## src/rtl/khm_ram.sv

```systemverilog
module khm_ram #(
  parameter int W     = 8,
  parameter int DEPTH = 16
) (
  input  logic                                   clk,
  input  logic                                   we,
  input  logic [((DEPTH > 1) ? $clog2(DEPTH) : 1)-1:0] waddr,
  input  logic [W-1:0]                           wdata,
  input  logic [((DEPTH > 1) ? $clog2(DEPTH) : 1)-1:0] raddr,
  output logic [W-1:0]                           rdata
);

  logic [W-1:0] mem [DEPTH];

  always_ff @(posedge clk) begin
    if (we) begin
      mem[waddr] <= wdata;
    end
    rdata <= mem[raddr];
  end

endmodule

```

## config.mk

```make
export PLATFORM = sky130hd
export DESIGN_NAME = khm_ram
export DESIGN_NICKNAME = d
export VERILOG_FILES = /design/src/rtl/khm_ram.sv
export SDC_FILE = /design/constraint.sdc
export NUM_CORES = 1
export LEC_CHECK = 0
export BUFFER_PORTS_ARGS = -buffer_cell sky130_fd_sc_hd__buf_2
export CAP_MARGIN = 20
export CORE_ASPECT_RATIO = 1.4
export CORE_MARGIN = 2
export CORE_UTILIZATION = 30
export CTS_CLUSTER_DIAMETER = 80
export CTS_CLUSTER_SIZE = 12
export DETAILED_ROUTE_END_ITERATION = 6
export HOLD_SLACK_MARGIN = 0.1
export REMOVE_ABC_BUFFERS = 1
export SYNTH_ARGS = -nofsm -noshare
export SYNTH_HDL_FRONTEND = slang
export SYNTH_SLANG_ARGS = --single-unit
```

## constraint.sdc

```tcl
create_clock -name clk -period 2.2 [get_ports clk]
set_input_delay 0.33 -clock clk [delete_from_list [all_inputs] [get_ports clk]]
set_output_delay 0.33 -clock clk [all_outputs]
set_load 0.02 [all_outputs]
```

==> results_dict.tcl <==
set metrics [dict create \
    cp-start-kind "primary input" \
    clockBufferDepth 2 \
    ff2ff_path_depth 3 \
    min_path_type "in -> reg" \
    p_switching_w 0.00117 \
    yosysWarnings 0 \
    netlist_top_cells_area "edfxtp_1, mux4_2, mux4_1" \
    use_met2_pct 20.1 \
    crit_arrival_ns 1.63 \
    totalWireLength_um 10600 \
    grt-ovfl-total 0 \
    ys_ff_latch 136 \
    avgViaCountPerCell 4.85 \
    regToRegStartpoint "mem[9][3]" \
    required_ns 2.49 \
    drt-initial-drc-count 287 \
    syn_area_per_cell_sq_um 22.5 \
    r2r_end "rdata[3]" \
    fmax_ghz 0.749 \
    switching_share_pct 20.1 \
    hold_ws_ns 0.301 \
    hold_buffers 0 \
    ff_latch_area_sq_mm 0.00400 \
    seqPwrFrac_pct 50.2 \
    reg2reg_slack_ns 0.89 \
    ios 26 \
    multi_input_area_sq_mm 0.00106 \
    fp-row-count 56 \
    die_h_um 159 \
    path_max_fanout 32 \
    tightest_slew_ns 0.558 \
    crit_path_start "raddr[0]" \
    diodes 0 \
    busiest_layer "met2" \
    cts_resized 0 \
    synth_cells 229 \
    cts_tree "done" \
    status "finished clean" \
    timing.final.crit_period_ns 1.33 \
    relSlewSlack_pct 62.7 \
    antenna_found_initial 0 \
    io_buffers 25 \
    power-per-cell-area_mw_per_mm2 941 \
    ir_drop_uv 440 \
    cts_buffers 17 \
    grt_pass1_vias 2604 \
    dieArea_sq_mm 0.0182 \
    die_w_um 115 \
    drive_gt1_share_pct 31.6 \
    gr-usage-all-layers_pct 12.3 \
    post-dp-hpwl_um 6650 \
    clk_latency_ns 0.41 \
    crit_end "rdata[5]" \
    leakagePower_nw 2.10 \
    post-cts-setup-buffers 0 \
    yosys.area.top_type_share_pct 74.7 \
    internal_power_w 0.00465 \
    use_met3_pct 2.97 \
    finalSetupViolCount 0 \
    cts_root_buffer "clkbuf_16" \
    cts.sinks 136 \
    clk_pin_slew_ns 0.06 \
    synth_cell_types 19 \
    pwr-share-clk_pct 44.8 \
    worstSetupPathType "in -> reg" \
    finClkSkew_ns 0.00674 \
    maxCapViolations 0 \
    grt_pass1_wl_um 16000 \
    cp-end-kind "flip-flop" \
    cts_max_level 4 \
    grt_max_degree 33 \
    nets 302 \
    met1_usage_pct 15.7 \
    syn_area_sq_mm 0.00515 \
    start_util_pct 30.6 \
    wire_per_inst_um 21.2 \
    ys_seq_area_share_pct 77.8 \
    setup_tns_ns 0 \
    area_delta_synth_final_pct 20.0 \
    finalHoldViolCount 0 \
    drtAntennaViolNets 0 \
    num_vias 2427 \
    synthFlopType "edfxtp_1" \
    gp_routability_congestion 0.719 \
    drv_slew 0 \
    async_flop_share_pct 0 \
    nFillCells 1558 \
    min_period_over_period_pct 60.7 \
    pwr-share-comb_pct 5.0 \
    rsz0062_at_grt "false" \
    synth.largest_area_cell "edfxtp_1" \
    core_sq_mm 0.0168 \
    drc 0 \
    synth_edf_count 128 \
    first_pass_iters 6 \
]
## layer usage
| layer | part of all wire, % | routed length, um | up-vias |
|---|---|---|---|
| met1 | 42 | 4470 | 1268 |
| li1 | - | - | 1082 |
| met2 | 52 | 5500 | 66 |
| met4 | 0.93 | 98 | 0 |
| met5 | 0 | 0 | - |
| met3 | 4.9 | 514 | 11 |
## flip-flops by register name (all words and copies together) (netlist names)
signal and cells:
mem 128, rdata 8
## worst min-delay path by stage
stage	start	endpoint	slack (ns)	depth (start not counted)
after floorplan	wdata[0]	mem[0][0]	0.43	0
after global placement	mem[15][2]	rdata[2]	0.65	3
after detailed placement	mem[15][2]	rdata[2]	0.66	3
after CTS	wdata[3]	mem[4][3]	0.29	1
after global routing	wdata[3]	mem[4][3]	0.30	1
final	wdata[3]	mem[4][3]	0.30	1
## cell families after synthesis
| group | share of synthesized area, % |
|---|---|
| flops | 77.8 |
| buf+inv | 1.68 |
| simple gates | 3.18 |
| compound gates | 2.33 |
| mux | 15.0 |
## layout make-up
cell class                 count  share of cell area [%]
clock buffer                  23                    7.74
tap                          203                    4.11
sequential                   136                    64.8
multi-input combinational     83                    17.1
clock inverter                 9                    1.20
timing repair buffer          46                    4.98
## through the flow
stage               utilization, %  std cells  cell area [sq um]  power (W)  setup slack (ns)
finish                        36.7        500               6170    0.00581             0.865
global route                  36.7        500               6170    0.00600             0.784
CTS                           36.7        500               6170    0.00586             0.857
detailed placement            33.4        468               5620    0.00327             0.417
global placement              33.4        468               5620    0.00326             0.412
floorplan                        -        219               5060    0.00310             0.377
## worst max-delay path, stage by stage
cell and delay, ns:
buf_2 0.10, buf_12 0.23, mux4_1 0.62, a22oi_1 0.22
nand2_1 0.08
## synthesized netlist by cell type, types with 2 or more instances
library cell       n
edfxtp_1         128
nor3_1             4
clkdlybuf4s25_2    3
nand2b_1           2
dfxtp_1            8
mux4_1            14
nor2_1            13
nand2_1            9
mux4_2            18
a22oi_1           16
nand3b_1           2
buf_6              3
buf_2              3
## layout by cell type (no fill, tap or decap)
cell       Yosys  final
a22oi_1       16     16
and2_1         1      1
and2b_1        1      1
buf_12         0      2
buf_2          3     25
buf_4          1     19
bufinv_16      0      1
clkbuf_1       0      3
clkbuf_16      0     17
clkbuf_8       0      3
clkinv_2       0      7
clkinv_4       0      1
dfxtp_1        8      8
edfxtp_1     128    128
mux4_1        14     14
mux4_2        18     18
nand2_1        9      9
nand2b_1       2      2
nand3_1        1      1
nand3b_1       2      2
nor2_1        13     13
nor2b_1        1      1
nor3_1         4      4
or3b_2         1      1
## power groups by stage
| stage | logic (W) | registers (W) | clock network [W] |
|---|---|---|---|
| floorplan | 0.000116 | 0.00298 | 0 |
| global placement | 0.000289 | 0.00297 | 0 |
| detailed placement | 0.000295 | 0.00297 | 0 |
| CTS | 0.000296 | 0.00292 | 0.00265 |
| global route | 0.000316 | 0.00292 | 0.00276 |
| finish | 0.000291 | 0.00292 | 0.00261 |
No activity file was read; power rests on OpenSTA's default activity.
