$ cat config.mk
export PLATFORM = sky130hd
export DESIGN_NAME = khm_mod
export DESIGN_NICKNAME = d
export VERILOG_FILES = /design/src/rtl/khm_pkg.sv /design/src/rtl/khm_mod.sv
export SDC_FILE = /design/constraint.sdc
export NUM_CORES = 1
export LEC_CHECK = 0
export BUFFER_PORTS_ARGS = -buffer_cell sky130_fd_sc_hd__buf_4
export CAP_MARGIN = 40
export CORE_UTILIZATION = 52
export DETAILED_ROUTE_END_ITERATION = 8
export PLACE_DENSITY_LB_ADDON = 0.3
export SYNTH_ARGS = -nofsm -noshare
export SYNTH_HDL_FRONTEND = slang
export SYNTH_SLANG_ARGS = --single-unit
$ cat constraint.sdc
create_clock -name clk -period 2.3 [get_ports clk]
set_input_delay 0.23 -clock clk [delete_from_list [all_inputs] [get_ports clk]]
set_output_delay 0.23 -clock clk [all_outputs]
set_load 0.05 [all_outputs]
$ cat src/rtl/khm_pkg.sv
package khm_pkg;

  localparam int NUM_BUCKETS = 256;
  localparam int WAYS        = 4;

  localparam int OP_W   = 2;
  localparam int KEY_W  = 32;
  localparam int VAL_W  = 32;
  localparam int ST_W   = 3;
  localparam int CFG_W  = 9;
  localparam int HASH_W = 12;

  localparam int BKT_W  = (NUM_BUCKETS > 1) ? $clog2(NUM_BUCKETS) : 1;
  localparam int EFF_W  = $clog2(NUM_BUCKETS + 1);
  localparam int WIDE_W = (CFG_W > EFF_W) ? CFG_W : EFF_W;
  localparam int WAY_W  = (WAYS > 1) ? $clog2(WAYS) : 1;
  localparam int SLOT_W = 1 + KEY_W + VAL_W;
  localparam int ROW_W  = WAYS * SLOT_W;

  // Bit counter of the remainder unit.
  localparam int DIV_CNT_W = $clog2(HASH_W);

  localparam logic [CFG_W-1:0] CFG_RESET = CFG_W'(256);

  localparam logic [OP_W-1:0] OP_LOOKUP = 2'd0;
  localparam logic [OP_W-1:0] OP_INSERT = 2'd1;
  localparam logic [OP_W-1:0] OP_DELETE = 2'd2;

  localparam logic [ST_W-1:0] ST_NEW      = 3'd0;
  localparam logic [ST_W-1:0] ST_REPLACED = 3'd1;
  localparam logic [ST_W-1:0] ST_HIT      = 3'd2;
  localparam logic [ST_W-1:0] ST_MISS     = 3'd3;
  localparam logic [ST_W-1:0] ST_FULL     = 3'd4;

  typedef struct packed {
    logic             valid;
    logic [KEY_W-1:0] key;
    logic [VAL_W-1:0] value;
  } slot_t;

  typedef slot_t [WAYS-1:0] row_t;

  typedef struct packed {
    logic [ST_W-1:0]  status;
    logic [VAL_W-1:0] value;
  } result_t;

  // Byte fold: first byte ends up shifted by four, last byte by one.
  function automatic logic [HASH_W-1:0] fold_hash(input logic [KEY_W-1:0] key);
    logic [HASH_W-1:0] h;
    h = ({4'b0, key[31:24]} << 4) ^ ({4'b0, key[23:16]} << 3) ^
        ({4'b0, key[15:8]} << 2) ^ ({4'b0, key[7:0]} << 1);
    return h;
  endfunction

  // Zero counts as one bucket; anything above the table size saturates.
  function automatic logic [EFF_W-1:0] eff_buckets(input logic [CFG_W-1:0] c);
    logic [WIDE_W-1:0] cw;
    logic [WIDE_W-1:0] lim;
    logic [EFF_W-1:0]  e;
    cw  = WIDE_W'(c);
    lim = WIDE_W'(NUM_BUCKETS);
    if (c == '0) begin
      e = EFF_W'(1);
    end else if (cw > lim) begin
      e = EFF_W'(NUM_BUCKETS);
    end else begin
      e = EFF_W'(cw);
    end
    return e;
  endfunction

endpackage

$ cat src/rtl/khm_mod.sv
// Restoring remainder unit, one hash bit per cycle.
module khm_mod (
  input  logic                        clk,
  input  logic                        rst,
  input  logic                        start,
  input  logic [khm_pkg::HASH_W-1:0]  dividend,
  input  logic [khm_pkg::EFF_W-1:0]   divisor,
  output logic                        done,
  output logic [khm_pkg::BKT_W-1:0]   remainder
);

  logic                          run;
  logic [khm_pkg::DIV_CNT_W-1:0] cnt;
  logic [khm_pkg::EFF_W-1:0]     rem;
  logic [khm_pkg::EFF_W-1:0]     div;
  logic [khm_pkg::HASH_W-1:0]    dsh;
  logic [khm_pkg::EFF_W:0]       trial;
  logic [khm_pkg::EFF_W:0]       dext;

  assign trial = {rem, dsh[khm_pkg::HASH_W-1]};
  assign dext  = {1'b0, div};

  always_ff @(posedge clk) begin
    if (rst) begin
      run  <= 1'b0;
      done <= 1'b0;
      cnt  <= '0;
    end else begin
      done <= 1'b0;
      if (start) begin
        run <= 1'b1;
        cnt <= khm_pkg::DIV_CNT_W'(khm_pkg::HASH_W - 1);
      end else if (run) begin
        if (cnt == '0) begin
          run  <= 1'b0;
          done <= 1'b1;
        end else begin
          cnt <= cnt - 1'b1;
        end
      end
    end
  end

  always_ff @(posedge clk) begin
    if (start) begin
      rem <= '0;
      dsh <= dividend;
      div <= divisor;
    end else if (run) begin
      dsh <= dsh << 1;
      if (trial >= dext) begin
        rem <= khm_pkg::EFF_W'(trial - dext);
      end else begin
        rem <= khm_pkg::EFF_W'(trial);
      end
    end
  end

  assign remainder = khm_pkg::BKT_W'(rem);

endmodule

==> impl_metrics.env <==
export IMPL_drc_errors=0
export IMPL_first_global_vias=1548
export IMPL_clkLatencyLatePin_ps=290
export IMPL_synth_compound_area_frac=0.132
export IMPL_r2r_cells=10
export IMPL_routed_top_layer="met4"
export IMPL_power_frac_seq=0.449
export IMPL_core_rowCount=21
export IMPL_critPathRequiredTime_ps=2460
export IMPL_finalMaxSlewViolations=0
export IMPL_worstHoldPathCells=1
export IMPL_maxCapViolations=0
export IMPL_combPwrFrac=0.232
export IMPL_grt_usage=0.221
export IMPL_route_vias_total=1504
export IMPL_avgSynthCellArea_sq_um=10.8
export IMPL_dp_cells=250
export IMPL_critical_path_startpoint_type="register"
export IMPL_max_freq_mhz=443
export IMPL_ios=33
export IMPL_core_sq_um=3440
export IMPL_ys_seq_elements=36
export IMPL_cts_root_buf="clkbuf_8"
export IMPL_synth_seq_area_share=0.480
export IMPL_syn_inst=180
export IMPL_power_switching_share=0.278
export IMPL_critical_path_class="register to register"
export IMPL_synth_area_top_cells="edfxtp_1 (33%), dfxtp_1 (15%), ha_1 (7.1%)"
export IMPL_synth_simple_area_share=0.119
export IMPL_port_buffer_count=32
export IMPL_start_util=0.563
export IMPL_dr_pass1_iters=4
export IMPL_cts_num_sinks=36
export IMPL_status="completed"
export IMPL_cts_tree="yes"
export IMPL_cts_reportedPaths_clkPinSlew_ps=70
export IMPL_synth_top_area_cell="edfxtp_1"
export IMPL_utilization=0.686
export IMPL_hold_class="input port to register"
export IMPL_worst_pin_slew_ps=533
export IMPL_clock_skew_ps=6.91
export IMPL_drt_initial_drc_count=95
export IMPL_min_period_over_period=0.983
export IMPL_grt_overflow=0
export IMPL_cts_buffer_depth=2
export IMPL_layout_common_cells="buf_4 (37), edfxtp_1 (21), nor2_1 (16)"
export IMPL_path_cells="inv_2 > ha_4 > inv_2 > fa_2 > a211oi_2 > o211ai_1 > a21oi_2 > buf_6 > mux2i_2 > a211oi_2"
export IMPL_endpoint_kind="register"
export IMPL_synth_top_family_by_area="compound AO/OA/AOI/OAI gates"
export IMPL_finalSetupViolCount=0
export IMPL_layout_commonest_cell="buf_4"
export IMPL_yosys_warnings=0
export IMPL_place_hpwl_mm=2.83
export IMPL_syn2layout_area_growth_pct=21.7
export IMPL_synth_nets=216
export IMPL_cp_slowest_cell="edfxtp_1"
export IMPL_pwr_share_clk=0.320
export IMPL_antenna_found_initial=0
export IMPL_finalHoldViolCount=0
export IMPL_stdcell_count=260
export IMPL_ant_nets=0
export IMPL_setup_tns_ps=0
export IMPL_finalWeightedCongestion=0.943
export IMPL_synthAdderAreaFrac=0.0813
export IMPL_crit_arrival_ps=2420
export IMPL_synth_distinct_cells=40
export IMPL_synth_area_sq_um=1940
export IMPL_grt_pass1_wl_mm=6.65
export IMPL_synth_xor_area_frac=0.0226
export IMPL_antennaDiodeCount=0
export IMPL_routed_wl_mm=4.09
export IMPL_vias_per_cell=5.78
export IMPL_p_sw_mw=0.477
export IMPL_dieArea_sq_um=3980
export IMPL_synth_top_cell_area_share=0.325
export IMPL_met2WireLength_mm=2.10
export IMPL_cts_inserted_buffers=5
export IMPL_slowest_delay_ps=380
export IMPL_nets=249
export IMPL_h_tree_depth=2
export IMPL_die_x_um=63.1
export IMPL_p_total_mw=1.72
export IMPL_finalCriticalPeriod_ps=2260
export IMPL_grt_max_degree=30
export IMPL_wl_met3_um=223
export IMPL_p_leak_nw=0.978
export IMPL_wl_met1_mm=1.62
export IMPL_intPower_mw=1.24
export IMPL_vdd_drop_max_uv=494
export IMPL_slew_headroom=0.641
export IMPL_dieHeight_um=63.1
export IMPL_layout_drive_gt1_share=0.346
export IMPL_rsz0062_at_grt="true"
export IMPL_synthMuxAreaShare=0.0955
export IMPL_path_max_fanout=4
export IMPL_power_per_cell_area_nw_per_um2=726
export IMPL_post_drt_wl_per_cell_um=15.7
-- timing repair --
action,4_1_cts,5_1_grt
setup endpoints to repair,1,9
setup buffers,1,1
gates resized for setup,4,10
hold buffers,0,0
pin swaps,2,8
-- cell families after synthesis --
group,count (synthesis)
simple gates,46
compound gates,37
mux,17
fa+ha+maj,12
flops,36
buf+inv,27
xor+xnor,5
-- power by group through the flow --
stage                     logic, mW  registers (mW)  clock network [mW]
after CTS                     0.370           0.768               0.558
after detailed placement      0.357           0.782                   0
final                         0.397           0.769               0.549
after global routing          0.434           0.775               0.582
after floorplan               0.266           0.774                   0
after global placement        0.340           0.779                   0
-- critical path, delay by kind of cell (launching register included) --
family	cells	cell delay, ps
buffers and inverters	3	310
muxes	1	210
AOI/OAI and AO/OA	4	710
adders and majority gates	2	510
DFF	1	380
-- state kept, by name (all words and copies together), names as in the netlist --
signal	count
rem	9
dsh	12
done	1
div	9
cnt	4
run	1
-- final timing paths --
kind              slack [ps]  endpoint        from
setup / recovery          40    rem[3]     dsh[11]
hold / removal           110    div[3]  divisor[3]
setup reg to reg          40    rem[3]     dsh[11]
hold reg to reg          480    rem[8]      rem[8]
-- Yosys cell counts, drive strengths merged --
cell     count
a2111oi      1
a211oi       6
a21oi       12
a221oi       1
a311oi       1
a31o         1
a32o         1
a32oi        2
and2         1
and3         1
buf          9
clkbuf       3
dfxtp       15
edfxtp      21
fa           1
ha          11
inv         15
mux2        12
mux2i        5
nand2        8
nand2b       4
nand3        3
nand3b       1
nand4        1
nand4b       1
nor2        16
nor2b        4
nor3         2
nor3b        1
nor4         1
o211ai       1
o21ai        8
o31ai        3
or4          1
or4b         1
xnor2        2
xor2         3
-- area by class of cell --
cell class,count,area (sq um)
Clock inverter,2,35.0
Clock buffer,6,72.6
Fill cell,258,1080
Inverter,15,56.3
Timing Repair Buffer,38,289
Tap cell,46,57.6
Sequential cell,36,931
Multi-Input combinational cell,117,920
-- stage by stage --
| step | setup WS (ps) | cell area [sq um] | hold WS [ps] |
|---|---|---|---|
| floorplan | 157 | 1940 | 299 |
| global placement | 113 | 2190 | 408 |
| detailed placement | -10.6 | 2190 | 411 |
| CTS | 19.4 | 2320 | 102 |
| global route | -92.4 | 2360 | 98.8 |
| finish | 40.2 | 2360 | 111 |
-- layer usage --
metal  vias up  global-route usage
li1        714                   -
met1       721               0.249
met2        52               0.376
met3        17              0.0507
met4         0               0.137
met5         -                   0
(Power assumes the default switching activity.)
